### config.mk
export PLATFORM = sky130hd
export DESIGN_NAME = decimal_to_roman_flat
export DESIGN_NICKNAME = d
export VERILOG_FILES = /design/src/hdl/dtr_pkg.sv /design/src/hdl/dtr_in_if.sv /design/src/hdl/dtr_out_if.sv /design/src/hdl/dtr_seq.sv /design/src/hdl/decimal_to_roman.sv /design/src/flat_wrapper.sv
export SDC_FILE = /design/constraint.sdc
export NUM_CORES = 1
export LEC_CHECK = 0
export ABC_AREA = 1
export BUFFER_PORTS_ARGS = -buffer_cell sky130_fd_sc_hd__buf_2
export CAP_MARGIN = 20
export CORE_MARGIN = 5
export CORE_UTILIZATION = 53
export DETAILED_ROUTE_END_ITERATION = 12
export PLACE_DENSITY = 0.77
export SYNTH_ARGS = -nofsm -noshare
export SYNTH_HDL_FRONTEND = slang
export SYNTH_HIERARCHICAL = 1
export SYNTH_SLANG_ARGS = --single-unit
### constraint.sdc
create_clock -name clk -period 4.94 [get_ports clk]
set_input_delay 0.741 -clock clk [delete_from_list [all_inputs] [get_ports clk]]
set_output_delay 0.741 -clock clk [all_outputs]
set_load 0.02 [all_outputs]
### src/hdl/dtr_pkg.sv
`default_nettype none
package dtr_pkg;

	localparam int NUM_W    = 12;
	localparam int LETTER_W = 7;
	localparam int NUM_SYM  = 13;
	localparam int SYM_W    = 4;
	localparam int UPC_W    = 2;
	localparam int COND_W   = 2;

	localparam logic [NUM_W-1:0] MAX_VALID = 12'd3999;

	// ASCII numeral letters
	localparam logic [LETTER_W-1:0] CH_NONE = 7'h00;
	localparam logic [LETTER_W-1:0] CH_I    = 7'h49;
	localparam logic [LETTER_W-1:0] CH_V    = 7'h56;
	localparam logic [LETTER_W-1:0] CH_X    = 7'h58;
	localparam logic [LETTER_W-1:0] CH_L    = 7'h4C;
	localparam logic [LETTER_W-1:0] CH_C    = 7'h43;
	localparam logic [LETTER_W-1:0] CH_D    = 7'h44;
	localparam logic [LETTER_W-1:0] CH_M    = 7'h4D;

	typedef logic [SYM_W-1:0]    sym_idx_t;
	typedef logic [UPC_W-1:0]    upc_t;
	typedef logic [COND_W-1:0]   cond_t;
	typedef logic [NUM_W-1:0]    num_t;
	typedef logic [LETTER_W-1:0] letter_t;

	// microprogram steps
	localparam upc_t UPC_IDLE  = 2'd0;
	localparam upc_t UPC_EMIT1 = 2'd1;
	localparam upc_t UPC_EMIT2 = 2'd2;

	// jump conditions
	localparam cond_t COND_NEVER    = 2'd0;
	localparam cond_t COND_IN_VALID = 2'd1;
	localparam cond_t COND_PAIR     = 2'd2;
	localparam cond_t COND_ALWAYS   = 2'd3;

	typedef struct packed {
		logic  take_in;
		logic  emit;
		logic  pick_second;
		cond_t cond;
		upc_t  next;
		upc_t  jump;
	} uword_t;

	typedef struct packed {
		logic in_valid;
		logic adv;
		logic pair;
		logic last;
	} dp_status_t;

	function automatic uword_t ucode(upc_t upc);
		uword_t w;
		case (upc)
			UPC_IDLE:  w = '{take_in: 1'b1, emit: 1'b0, pick_second: 1'b0,
					cond: COND_IN_VALID, next: UPC_IDLE, jump: UPC_EMIT1};
			UPC_EMIT1: w = '{take_in: 1'b0, emit: 1'b1, pick_second: 1'b0,
					cond: COND_PAIR, next: UPC_EMIT1, jump: UPC_EMIT2};
			UPC_EMIT2: w = '{take_in: 1'b0, emit: 1'b1, pick_second: 1'b1,
					cond: COND_ALWAYS, next: UPC_EMIT2, jump: UPC_EMIT1};
			default:   w = '{take_in: 1'b0, emit: 1'b0, pick_second: 1'b0,
					cond: COND_ALWAYS, next: UPC_IDLE, jump: UPC_IDLE};
		endcase
		return w;
	endfunction

	function automatic num_t sym_value(sym_idx_t i);
		num_t v;
		case (i)
			4'd0:    v = 12'd1000;
			4'd1:    v = 12'd900;
			4'd2:    v = 12'd500;
			4'd3:    v = 12'd400;
			4'd4:    v = 12'd100;
			4'd5:    v = 12'd90;
			4'd6:    v = 12'd50;
			4'd7:    v = 12'd40;
			4'd8:    v = 12'd10;
			4'd9:    v = 12'd9;
			4'd10:   v = 12'd5;
			4'd11:   v = 12'd4;
			default: v = 12'd1;
		endcase
		return v;
	endfunction

	function automatic letter_t sym_first(sym_idx_t i);
		letter_t c;
		case (i)
			4'd0:    c = CH_M;
			4'd1:    c = CH_C;
			4'd2:    c = CH_D;
			4'd3:    c = CH_C;
			4'd4:    c = CH_C;
			4'd5:    c = CH_X;
			4'd6:    c = CH_L;
			4'd7:    c = CH_X;
			4'd8:    c = CH_X;
			4'd9:    c = CH_I;
			4'd10:   c = CH_V;
			4'd11:   c = CH_I;
			default: c = CH_I;
		endcase
		return c;
	endfunction

	// CH_NONE for single-letter symbols
	function automatic letter_t sym_second(sym_idx_t i);
		letter_t c;
		case (i)
			4'd1:    c = CH_M;
			4'd3:    c = CH_D;
			4'd5:    c = CH_C;
			4'd7:    c = CH_L;
			4'd9:    c = CH_X;
			4'd11:   c = CH_V;
			default: c = CH_NONE;
		endcase
		return c;
	endfunction

endpackage
`default_nettype wire

### src/hdl/dtr_in_if.sv
`default_nettype none
interface dtr_in_if;
	logic                      valid;
	logic                      ready;
	logic [dtr_pkg::NUM_W-1:0] number;

	modport source (output valid, output number, input ready);
	modport sink   (input valid, input number, output ready);
endinterface
`default_nettype wire

### src/hdl/dtr_out_if.sv
`default_nettype none
interface dtr_out_if;
	logic                         valid;
	logic                         ready;
	logic [dtr_pkg::LETTER_W-1:0] letter;
	logic                         last;
	logic                         invalid;

	modport source (output valid, output letter, output last, output invalid, input ready);
	modport sink   (input valid, input letter, input last, input invalid, output ready);
endinterface
`default_nettype wire

### src/hdl/dtr_seq.sv
`default_nettype none
// Microcode sequencer: step counter, control ROM, conditional jump.
module dtr_seq (
	input  wire                 clk,
	input  wire                 arst_n,
	input  dtr_pkg::dp_status_t status,
	output dtr_pkg::uword_t     uword
);

	dtr_pkg::upc_t upc_q;
	dtr_pkg::upc_t upc_d;
	logic          cond_true;

	assign uword = dtr_pkg::ucode(upc_q);

	always_comb begin
		case (uword.cond)
			dtr_pkg::COND_IN_VALID: cond_true = status.in_valid;
			dtr_pkg::COND_PAIR:     cond_true = status.pair;
			dtr_pkg::COND_ALWAYS:   cond_true = 1'b1;
			default:                cond_true = 1'b0;
		endcase
	end

	always_comb begin
		if (uword.emit && !status.adv) begin
			upc_d = upc_q;                 // output stalled
		end else if (uword.emit && status.last) begin
			upc_d = dtr_pkg::UPC_IDLE;     // run finished
		end else if (cond_true) begin
			upc_d = uword.jump;
		end else begin
			upc_d = uword.next;
		end
	end

	always_ff @(posedge clk or negedge arst_n) begin
		if (!arst_n) begin
			upc_q <= dtr_pkg::UPC_IDLE;
		end else begin
			upc_q <= upc_d;
		end
	end

endmodule
`default_nettype wire

### src/hdl/decimal_to_roman.sv
`default_nettype none
// Channel  Dir  Payload                        Transfer
// din      in   number[11:0]                   valid & ready
// dout     out  letter[6:0], last, invalid     valid & ready
//
// A number is taken in the idle step, then one letter enters the output
// register per cycle while dout is not stalled.
// Zero or values above 3999 give a single invalid result.
// The sequencer emits one letter per emit microstep.
// din.ready is high only while the sequencer sits in its idle step; the next
// number may be taken while the final letter still waits in dout.
// A stalled dout holds the sequencer on its current emit step. Reset clears the
// step counter and the output valid flag.
module decimal_to_roman (
	input  wire       clk,
	input  wire       arst_n,
	dtr_in_if.sink    din,
	dtr_out_if.source dout
);

	dtr_pkg::uword_t     uw;
	dtr_pkg::dp_status_t st;

	// datapath registers
	dtr_pkg::num_t     rest_q;     // remainder still to convert
	dtr_pkg::sym_idx_t sym_q;      // symbol whose second letter is pending
	logic              ovalid_q;
	dtr_pkg::letter_t  letter_q;
	logic              last_q;
	logic              invalid_q;

	dtr_pkg::sym_idx_t match;
	dtr_pkg::num_t     diff;
	logic              bad;
	logic              pair;
	logic              adv;
	logic              accept;
	logic              step_fire;
	dtr_pkg::letter_t  letter_d;
	logic              last_d;

	dtr_seq u_seq (
		.clk    (clk),
		.arst_n (arst_n),
		.status (st),
		.uword  (uw)
	);

	assign din.ready = uw.take_in;
	assign accept    = din.valid && din.ready;
	assign adv       = !ovalid_q || dout.ready;
	assign step_fire = uw.emit && adv;

	// greedy pick: largest table value not above the remainder
	always_comb begin
		match = dtr_pkg::sym_idx_t'(dtr_pkg::NUM_SYM - 1);
		for (int i = dtr_pkg::NUM_SYM - 1; i >= 0; i--) begin
			if (rest_q >= dtr_pkg::sym_value(dtr_pkg::sym_idx_t'(i))) begin
				match = dtr_pkg::sym_idx_t'(i);
			end
		end
	end

	assign bad  = (rest_q == '0) || (rest_q > dtr_pkg::MAX_VALID);
	assign diff = rest_q - dtr_pkg::sym_value(match);
	assign pair = !bad && (dtr_pkg::sym_second(match) != dtr_pkg::CH_NONE);

	// letter and end-of-run flag for the current microstep
	always_comb begin
		if (uw.pick_second) begin
			letter_d = dtr_pkg::sym_second(sym_q);
			last_d   = (rest_q == '0);
		end else if (bad) begin
			letter_d = dtr_pkg::CH_NONE;
			last_d   = 1'b1;
		end else begin
			letter_d = dtr_pkg::sym_first(match);
			last_d   = (diff == '0) && !pair;
		end
	end

	assign st = '{in_valid: din.valid, adv: adv, pair: pair, last: last_d};

	always_ff @(posedge clk) begin
		if (accept) begin
			rest_q <= din.number;
		end else if (step_fire && !uw.pick_second && !bad) begin
			rest_q <= diff;
			sym_q  <= match;
		end
		if (step_fire) begin
			letter_q  <= letter_d;
			last_q    <= last_d;
			invalid_q <= bad && !uw.pick_second;
		end
	end

	always_ff @(posedge clk or negedge arst_n) begin
		if (!arst_n) begin
			ovalid_q <= 1'b0;
		end else if (step_fire) begin
			ovalid_q <= 1'b1;
		end else if (dout.ready) begin
			ovalid_q <= 1'b0;
		end
	end

	assign dout.valid   = ovalid_q;
	assign dout.letter  = letter_q;
	assign dout.last    = last_q;
	assign dout.invalid = invalid_q;

endmodule
`default_nettype wire
### src/flat_wrapper.sv
// flat-port wrapper written by rule: the top's interface ports become plain ports
module decimal_to_roman_flat 
  (clk, arst_n, din_valid, din_number, din_ready, dout_valid, dout_letter, dout_last, dout_invalid, dout_ready);
  dtr_in_if din_i ();
  dtr_out_if dout_i ();
  input  wire clk;
  input  wire arst_n;
  input wire logic [$bits(din_i.valid)-1:0] din_valid;
  input wire logic [$bits(din_i.number)-1:0] din_number;
  output wire logic [$bits(din_i.ready)-1:0] din_ready;
  output wire logic [$bits(dout_i.valid)-1:0] dout_valid;
  output wire logic [$bits(dout_i.letter)-1:0] dout_letter;
  output wire logic [$bits(dout_i.last)-1:0] dout_last;
  output wire logic [$bits(dout_i.invalid)-1:0] dout_invalid;
  input wire logic [$bits(dout_i.ready)-1:0] dout_ready;
  assign din_i.valid = din_valid;
  assign din_i.number = din_number;
  assign din_ready = din_i.ready;
  assign dout_valid = dout_i.valid;
  assign dout_letter = dout_i.letter;
  assign dout_last = dout_i.last;
  assign dout_invalid = dout_i.invalid;
  assign dout_i.ready = dout_ready;
  decimal_to_roman u_core (.clk(clk), .arst_n(arst_n), .din(din_i), .dout(dout_i));
endmodule
=== Word-level counts from Yosys, hierarchy flattened ===
Memory sizes are Yosys's and may differ from the RTL's.
Index checks and enable logic that the tools add are counted.
Widths: inputs -> output; s select.

* Add/subtract/negate cells: 1
* Multiply operators: 0
* Divide/modulo/power cells: 0
* Order comparisons: 13
* Eq/ne operators: 17
* Shifts and indexed selects: 0
* Mux-type cells: 26
* Bitwise operators: 1
* Reductions and logical operators: 23

{| class="wikitable"
|+ Operators by type and width
! operator !! count
|-
| $pmux 7 s6 || 2
|-
| $mux 4 || 11
|-
| $pmux 9 s3 || 1
|-
| $ge 12x10->1 const B || 2
|-
| $ge 12x3->1 const B || 2
|-
| $ge 12x4->1 const B || 2
|-
| $ge 12x6->1 const B || 2
|-
| $ge 12x7->1 const B || 2
|-
| $ge 12x9->1 const B || 2
|-
| $logic_not 12->1 || 2
|-
| $mux 12 || 2
|-
| $eq 4x3->1 const B || 4
|-
| $eq 4x4->1 const B || 4
|-
| $mux 7 || 2
|-
| $gt 12x12->1 const B || 1
|-
| $sub 12x12->12 || 1
|-
| $logic_and 1x1->1 || 9
|-
| $eq 4x1->1 const B || 2
|-
| $eq 4x2->1 const B || 2
|-
| $reduce_bool 7->1 || 1
|-
| $eq 2x2->1 const B || 3
|-
| $logic_not 1->1 || 5
|-
| $eq 2x1->1 const B || 2
|-
| $mux 1 || 4
|-
| other kinds (8) || 11
|}

* Bits in registers: 28
* Bits in latches: 0
* RAM bits: 0
* Memory bits (read-only): 240
* Input bits: 16
* Memories kept: 2

{| class="wikitable"
|+ Memories
! name !! depth !! bits a word !! read ports !! clocked after Yosys merged registers in !! wr ports !! line !! RTL
|-
| (name not given) || 16 || 10 || 1 || 0 || 0 || dtr_pkg.sv:73 || <nowiki>case (i)</nowiki>
|-
| (name not given) || 16 || 5 || 1 || 0 || 0 || dtr_pkg.sv:93 || <nowiki>case (i)</nowiki>
|}

=== Longest topological paths before layout ===
Gate-level depths: netlist of run 1.

* Word-level depth: 23
* Mapped depth: 36
* Mapped depth without buffers: 36

=== Cells and area by module ===
The synthesis of run 1 kept the hierarchy.

{| class="wikitable"
|+ By module, submodules not included
! module !! instances !! cells each !! area an instance (um2) !! sequential area each (um2)
|-
| decimal_to_roman || 1 || 314 || 2,299.7 || 745.7
|-
| dtr_seq || 1 || 36 || 265.3 || 50.0
|}

=== Worst setup path after synthesis of run 1 ===
OpenSTA, ideal clock, no wires.

* Path kind: register to register
* Start point: register u_core.rest_q[7]
* End point: register u_core.u_seq.upc_q[1]
* Library setup time: 117 ps
* Arrival: 3,516 ps
* Setup slack: 1,308 ps
* Stages on the path, launching flop included: 32
* Buffers on the path: 0
* Cell sequence: edfxtp_1 -> inv_1 -> nand2_1 -> nor2_8 -> inv_2 -> nor2_4 -> nand2_1 -> nand2_1 -> nand2_1 -> nand2_1 -> nand2_1 -> nand2_2 -> nand2_4 -> ha_1 -> o21a_1 -> ha_1 -> nand2_1 -> a21oi_1 -> nor2_1 -> nand2_1 -> inv_1 -> o21bai_1 -> or2_1 -> nand3_1 -> nor2_1 -> nand3b_1 -> a21oi_1 -> o21ai_1 -> inv_1 -> a21oi_1 -> nand2_1 -> nand2_1

* Longest elaborated chain between the ends: 23

{| class="wikitable"
|+ RTL lines
! element !! line !! RTL
|-
| from (decl) || decimal_to_roman.sv:25 || <nowiki>dtr_pkg::num_t rest_q;</nowiki>
|-
| from (signal assigned) || decimal_to_roman.sv:86 || <nowiki>rest_q <= din.number;</nowiki>
|-
| from (signal assigned) || decimal_to_roman.sv:88 || <nowiki>rest_q <= diff;</nowiki>
|-
| parallel branches: the longest is 20 deep, another holds $ge 12x3->1 || n/a ||
|-
| $mux 1 * || decimal_to_roman.sv:70 || <nowiki>if (uw.pick_second) begin</nowiki>
|-
| net u_core.last_d || decimal_to_roman.sv:40 || <nowiki>logic last_d;</nowiki>
|-
| $logic_and 1x1->1 * || dtr_seq.sv:28 || <nowiki>end else if (uword.emit && status.last) begin</nowiki>
|-
| $mux 2 * || dtr_seq.sv:28 ||
|-
| to (signal assigned) || dtr_seq.sv:39 || <nowiki>upc_q <= dtr_pkg::UPC_IDLE;</nowiki>
|-
| to (signal assigned) || dtr_seq.sv:41 || <nowiki>upc_q <= upc_d;</nowiki>
|-
| to (decl) || dtr_seq.sv:10 || <nowiki>dtr_pkg::upc_t upc_q;</nowiki>
|}

Mark *: on every way through the listed nets, which the timed path passes.
A chain may end at the register's enable or synchronous reset.

=== Final worst setup path of run 1 ===
* Start point: register u_core.rest_q[5]
* End point: register u_core.u_seq.upc_q[1]

* Longest elaborated chain between the ends: 23

{| class="wikitable"
|+ RTL lines
! element !! line !! RTL
|-
| $ge 12x3->1 || decimal_to_roman.sv:58 || <nowiki>if (rest_q >= dtr_pkg::sym_value(dtr_pkg::sym_idx_t'(i))) begin</nowiki>
|-
| $mux 3 || decimal_to_roman.sv:58 ||
|-
| $mux 4 (10 in series) || decimal_to_roman.sv:58 ||
|-
| $mux 4 * || decimal_to_roman.sv:58 ||
|-
| net u_core.match[1] || decimal_to_roman.sv:32 || <nowiki>dtr_pkg::sym_idx_t match;</nowiki>
|-
| parallel branches: the longest is 5 deep, another holds $sub 12x12->12 || n/a ||
|-
| $logic_and 1x1->1 * || decimal_to_roman.sv:78 || <nowiki>last_d = (diff == '0) && !pair;</nowiki>
|-
| $mux 1 * || decimal_to_roman.sv:73 || <nowiki>end else if (bad) begin</nowiki>
|-
| $mux 1 * || decimal_to_roman.sv:70 ||
|-
| net u_core.last_d || decimal_to_roman.sv:40 ||
|-
| $logic_and 1x1->1 * || dtr_seq.sv:28 ||
|-
| $mux 2 * || dtr_seq.sv:28 ||
|}

Marks and branches as above.

==> flow_summary.ini, run 1 <==
[run_status]
status = finished clean

[timing]
period_minus_slack_ns = 4.443
final.setup.tns_ns = 0
finalCritPeriodShare = 0.8994
final_hold_viol_count = 0
tightest_slew_ns = 0.8662
finalSetupViolations = 0
clock.fmax_ghz = 0.2251
relSlewSlack = 0.4225
maxSlewViolCount = 0
rsz0062_at_grt = no
finClkSkew_ns = 0.001695
holdWs_ns = 0.2321

[floorplanning]
rows = 25
die_h_um = 79.42
coreArea_um2 = 4692
die_area_um2 = 6307
die_w_um = 79.42
io_pins = 27
start_util = 0.5443

[setup_path]
cp.arrival_ns = 4.63
critPathKind = register to register
crit_path_start_kind = register
worstPathMaxFanout = 8
cp_common_cell = nand2_1
rrSetupSlack_ns = 0.50
critical_path.max_stage_delay_ns = 0.51
crit_path_end_kind = register
cp.required_ns = 5.12
crit_slowest_cell = edfxtp_1

[placed_design]
portBuffers = 25
gp_congestion = 0.9383
hpwl_um = 4669
dp_cells = 421

[global_route]
grt-ovfl-total = 0
grt_max_degree = 22
grt_pass1_vias = 2094
grtUsageTotal = 0.1886
grt_pass1_wl_um = 9528
antenna_found_initial = 0

[clock_network]
clkSlewWorstSetupHoldPaths_ns = 0.10
htreeDepth = 1
clkSinkCount = 27
cts_buffers = 3
cts_buffer_depth = 2
cts_tree = done
postCtsSetupBuffers = 0
hold_buffers = 0
clock_latency_ns = 0.28
ctsRootBufferMaster = clkbuf_8
cts-resized-gates = 0

[synthesis]
ys_warn_count = 6
syn_avg_cell_area_um2 = 7.338
synth_cells = 348
syn_area_um2 = 2554
synth_nets = 386

[finish]
area_growth_pct = 8.280
fin_cells = 425
drive_above_1_share = 0.1725
antenna_cells = 0
fillCellCount = 427
finish.net_count = 410

[detailed_routing]
post-route-drc-count = 0
wl_per_cell_um = 13.47
dr.first_iter.drc_count = 211
viasPerCell = 5.532
first_pass_iters = 5
num_vias = 2351
drt.antenna.violating_nets = 0
drt-total-wl_um = 5723

[hold_path]
hp-class = input pin to async pin

[run]
max-cap-violations = 0
## layout by cell type, fill, tap and decap left out, types with 2 or more instances in the layout
master,count
a21oi_1,12
inv_2,10
nor3_1,5
nor2_4,2
nand3b_1,3
nand2_2,8
inv_1,45
nand3_1,16
nor2_1,29
o211ai_1,2
nand4_1,8
xor2_1,4
edfxtp_1,24
nand3_2,2
nand2_4,5
o21ai_0,18
nor3_2,2
dfrtp_1,3
o21bai_1,5
nand2_1,89
a31oi_1,3
or2_1,3
clkbuf_8,3
ha_1,21
o21ai_1,6
buf_2,25
o22ai_1,3
## metal layers
layer,part of all wire,routed length [um],up-vias,global-route usage
li1,-,-,1186,-
met1,0.46,2641,1046,0.2610
met2,0.45,2578,104,0.3047
met3,0.065,374,15,0.02483
met4,0.022,128,0,0.06186
met5,0,0,-,0
## path summary, 6_finish.rpt
check	to	startpoint	cells after the start
worst max-delay path	u_core/u_seq/upc_q[1]	u_core/rest_q[5]	30
min in group clk	u_core/dout.valid	u_core/dout.valid	2
max in group asynchronous	u_core/dout.valid	arst_n	1
worst min register to register	u_core/dout.valid	u_core/dout.valid	2
worst max register to register	u_core/u_seq/upc_q[1]	u_core/rest_q[5]	30
worst min-delay path	u_core/u_seq/upc_q[0]	arst_n	1
## stage by stage
step / util / cell area, um2 / worst slack [ns]
finish: 0.5893 / 2765 / 0.4970
global route: 0.5893 / 2765 / 0.1599
CTS: 0.5893 / 2765 / 0.6177
detailed placement: 0.5789 / 2716 / 0.6272
global placement: 0.5789 / 2716 / 0.7123
floorplan: - / 2554 / 1.308
## worst max-delay path, delay by kind of cell (launching register included)
family	cells	cell delay [ns]
AND/OR/NAND/NOR	16	1.96
adder cells (fa/ha/maj)	2	0.50
flip-flops	1	0.51
buffers and inverters	5	0.40
AO/OA/AOI/OAI	7	0.95
## cell type report
cell class / count / area, um2 / area share
Clock buffer: 3 / 41.29 / 0.01493
Clock inverter: 1 / 7.507 / 0.002715
Multi-Input combinational cell: 259 / 1513 / 0.5471
Inverter: 56 / 215.2 / 0.07783
Tap cell: 54 / 67.56 / 0.02443
Sequential cell: 27 / 795.8 / 0.2878
Timing Repair Buffer: 25 / 125.1 / 0.04525
## sequential cells by signal, indices dropped and copies added (netlist names)
name	count
u_core/dout.last	1
u_core/dout.valid	1
u_core/sym_q	4
u_core/dout.invalid	1
u_core/u_seq/upc_q	2
u_core/dout.letter	6
u_core/rest_q	12
Power of run 1 is left out: the tool's default activity adds up to more than one toggle a clock period on the data nets, which glitch-free logic cannot reach.
==> run 2, diff against run 1 <==
--- a/config.mk
+++ b/config.mk
@@ -12,5 +12,5 @@
 export CORE_UTILIZATION = 53
 export DETAILED_ROUTE_END_ITERATION = 12
-export PLACE_DENSITY = 0.77
+export PLACE_DENSITY = 0.73
 export SYNTH_ARGS = -nofsm -noshare
 export SYNTH_HDL_FRONTEND = slang
==> constraint.sdc (replaced) <==
create_clock -name clk -period 4.94 [get_ports clk]
set_input_delay 0.247 -clock clk [delete_from_list [all_inputs] [get_ports clk]]
set_output_delay 0.247 -clock clk [all_outputs]
set_load 0.02 [all_outputs]
==> flow_summary.ini, run 2 (synthesis results as in run 1) <==
[timing]
tightest_slew_ns = 0.8837
rsz0062_at_grt = no
finalCritPeriodShare = 0.9046
final_hold_viol_count = 0
finClkSkew_ns = 0.005020
maxSlewViolCount = 0
relSlewSlack = 0.4109
clock.fmax_ghz = 0.2238
final.setup.tns_ns = 0
finalSetupViolations = 0
period_minus_slack_ns = 4.469

[setup_path]
cp_common_cell = nand2_1
cp.arrival_ns = 4.64
crit_slowest_cell = edfxtp_1
crit_path_start_kind = register
cp.required_ns = 5.11
worstPathMaxFanout = 8
critical_path.max_stage_delay_ns = 0.51
crit_path_end_kind = register
critPathKind = register to register

[clock_network]
clkSlewWorstSetupHoldPaths_ns = 0.10
postCtsSetupBuffers = 0
htreeDepth = 1
clkSinkCount = 27
cts_buffer_depth = 2
cts_buffers = 3
cts-resized-gates = 0
clock_latency_ns = 0.27
ctsRootBufferMaster = clkbuf_8
cts_tree = done

[run_status]
status = finished clean

[floorplanning]
io_pins = 27
start_util = 0.5443
rows = 25
die_w_um = 79.42
die_area_um2 = 6307
coreArea_um2 = 4692
die_h_um = 79.42

[global_route]
grt_pass1_wl_um = 9791
grt_pass1_vias = 2255
antenna_found_initial = 0
grtUsageTotal = 0.1917
grt_max_degree = 22
grt-ovfl-total = 0

[run]
max-cap-violations = 0

[finish]
largest_register_ff_count = 12
regMostFlops = u_core/rest_q
final_common_cell = nand2_1
antenna_cells = 0
drive_above_1_share = 0.1720
layout_common_cells = nand2_1 (89), inv_1 (45), nor2_1 (29)
fillCellCount = 430
area_growth_pct = 8.672
regArea_um2 = 795.8
multi_input_area_um2 = 1513
finish.net_count = 411

[detailed_routing]
viasPerCell = 5.362
drt.antenna.violating_nets = 0
num_vias = 2284
dr.first_iter.drc_count = 164
wl_per_cell_um = 13.19
drt-total-wl_um = 5618
first_pass_iters = 4
post-route-drc-count = 0

[placed_design]
hpwl_um = 4544
gp_congestion = 1.005
portBuffers = 25

[hold_path]
hp-class = input pin to register
## run 2: cell types whose count changed in the layout (fill, tap and decap cells not counted), sizes merged
cell / change
dlygate4sd3: +1
## run 2: final timing paths
check | startpoint | endpoint | slack [ns] | cells after the start
min in group asynchronous | arst_n | u_core/dout.valid | 0.30 | 2
worst min-delay path | din_number[3] | u_core/rest_q[3] | 0.25 | 3
worst max register to register | u_core/rest_q[3] | u_core/u_seq/upc_q[1] | 0.47 | 28
worst max-delay path | u_core/rest_q[3] | u_core/u_seq/upc_q[1] | 0.47 | 28
max in group asynchronous | arst_n | u_core/u_seq/upc_q[0] | 4.54 | 2
worst min register to register | u_core/dout.valid | u_core/dout.valid | 0.56 | 2
## run 2: worst max-delay path: cells and delay by family (launching register included)
family / cells / cell delay, ns
compound gates: 7 / 1.03
fa+ha+maj: 2 / 0.49
xor+xnor: 1 / 0.22
buf+inv: 5 / 0.40
simple gates: 13 / 1.70
flops: 1 / 0.51
## run 2: per-layer routing
layer,vias to the layer above,global-route usage,wire (um)
li1,1193,-,-
met1,1025,0.2701,2744
met3,6,0.02144,256
met2,60,0.3081,2519
met4,0,0.06014,97
met5,-,0,0
## run 2: timing repair
| action | in CTS | in global routing |
|---|---|---|
| hold buffers | 1 | 0 |
| endpoints found under the hold margin | 3 | 0 |
| endpoints found under the setup margin | 0 | 0 |
## run 2: metrics by stage
stage,setup slack [ns],utilization,cells,cell area [um2],hold slack [ns]
after floorplan,1.308,-,348,2554,-0.04859
after global placement,0.6743,0.5789,421,2716,0.04465
after detailed placement,0.6306,0.5789,421,2716,0.04640
after CTS,0.5720,0.5915,426,2775,0.2443
after global routing,0.09612,0.5915,426,2775,0.2424
final,0.4714,0.5915,426,2775,0.2467
## run 2: cell type report
| class | count | share of cell area |
|---|---|---|
| multi-input combinational | 259 | 0.5451 |
| sequential | 27 | 0.2867 |
| inverter | 56 | 0.07755 |
| timing repair buffer | 26 | 0.04869 |
| tap | 54 | 0.02435 |
| clock buffer | 3 | 0.01488 |
| clock inverter | 1 | 0.002705 |
Power of run 2 is left out for the same reason.
==> run 3, diff against run 2 <==
Settings changed: RECOVER_POWER from default to 50.
==> flow_summary.ini, run 3 (synthesis results as in run 1) <==
[run_status]
status = finished clean

[floorplanning]
die_area_um2 = 6307
rows = 25
start_util = 0.5443
die_w_um = 79.42
die_h_um = 79.42
io_pins = 27
coreArea_um2 = 4692

[detailed_routing]
first_pass_iters = 4
drt-total-wl_um = 5651
wl_per_cell_um = 13.27
post-route-drc-count = 0
viasPerCell = 5.359
drt.antenna.violating_nets = 0
num_vias = 2283
dr.first_iter.drc_count = 162

[clock_network]
cts_buffers = 3
cts_buffer_depth = 2
cts-resized-gates = 0
clkSinkCount = 27
clock_latency_ns = 0.27
cts_tree = done
ctsRootBufferMaster = clkbuf_8
clkSlewWorstSetupHoldPaths_ns = 0.10
htreeDepth = 1

[timing]
period_minus_slack_ns = 4.551
finalSetupViolations = 0
tightest_slew_ns = 0.8845
relSlewSlack = 0.4103
finalCritPeriodShare = 0.9214
finClkSkew_ns = 0.004971
final.setup.tns_ns = 0
final_hold_viol_count = 0
maxSlewViolCount = 0
rsz0062_at_grt = no
clock.fmax_ghz = 0.2197

[placed_design]
hpwl_um = 4544
gp_congestion = 1.005
portBuffers = 25
dpl-instance-area_um2 = 2716

[finish]
fillCellCount = 441
layout_common_cells = nand2_1 (90), inv_1 (46), nor2_1 (29)
finish.net_count = 411
regMostFlops = u_core/rest_q
antenna_cells = 0
multi_input_area_um2 = 1500
regArea_um2 = 795.8
largest_register_ff_count = 12
area_growth_pct = 7.643
final_common_cell = nand2_1
drive_above_1_share = 0.1344
finalInstanceArea_um2 = 2749

[hold_path]
hp-class = input pin to register

[setup_path]
critical_path.max_stage_delay_ns = 0.50
r2r-end = u_core/u_seq/upc_q[1]
cp_common_cell = nand2_1
critPathLaunch = u_core/rest_q[3]
crit_path_start_kind = register
crit_end = u_core/u_seq/upc_q[1]
worstPathMaxFanout = 7
crit_slowest_cell = edfxtp_1
rrSetupSlack_ns = 0.39
crit_path_end_kind = register
reg2reg_depth = 31
cp.arrival_ns = 4.73
cp.required_ns = 5.11
critPathKind = register to register
r2r_start = u_core/rest_q[3]

[run]
max-cap-violations = 0

[global_route]
antenna_found_initial = 0
grtUsageTotal = 0.1917
grt_max_degree = 22
grt_pass1_wl_um = 9791
grt-ovfl-total = 0
grt_pass1_vias = 2255
run 3: timing repair:
| action | 4_1_cts | 5_1_grt |
|---|---|---|
| hold endpoints to repair | 3 | 0 |
| hold buffers | 1 | 0 |
| buffers inserted | 0 | 0 |
| endpoints found under the setup margin | 0 | 0 |
run 3: worst min path at each step:
stage | startpoint | endpoint | cells after the start
after floorplan | arst_n | u_core/dout.valid | 0
after global placement | arst_n | u_core/u_seq/upc_q[0] | 1
after detailed placement | arst_n | u_core/dout.valid | 1
after CTS | din_number[0] | u_core/rest_q[0] | 3
after global routing | din_number[3] | u_core/rest_q[3] | 3
final | din_number[3] | u_core/rest_q[3] | 3
run 3: metal layers:
| layer | GRT usage | share of wire | vias to the layer above |
|---|---|---|---|
| met2 | 0.3081 | 0.45 | 70 |
| met3 | 0.02144 | 0.048 | 6 |
| li1 | - | - | 1195 |
| met4 | 0.06014 | 0.017 | 0 |
| met1 | 0.2701 | 0.49 | 1012 |
| met5 | 0 | 0 | - |
run 3: layout make-up:
cell class	instances	share of cell area
well taps	54	0.02458
flip-flops and latches	27	0.2895
clock inverters	1	0.002731
clock buffers	3	0.01502
multi-input cells	259	0.5457
repair buffers	26	0.04415
inverters	56	0.07829
run 3: worst max-delay path, delay by kind of cell (launching register included):
kind                     cells  cell delay [ns]
buffers and inverters        6             0.58
AND/OR/NAND/NOR             14             1.43
flip-flops                   1             0.50
XOR/XNOR                     1             0.22
adder cells (fa/ha/maj)      2             0.49
AO/OA/AOI/OAI                8             1.20
run 3: metrics by stage:
stage	setup WS [ns]	util	std cells	hold WS, ns
CTS	0.5720	0.5915	426	0.2443
global route	0.05447	0.5859	426	0.2424
finish	0.3885	0.5859	426	0.2466
floorplan	1.308	-	348	-0.04859
detailed placement	0.6306	0.5789	421	0.04640
global placement	0.6743	0.5789	421	0.04465
Power of run 3 is left out for the same reason.
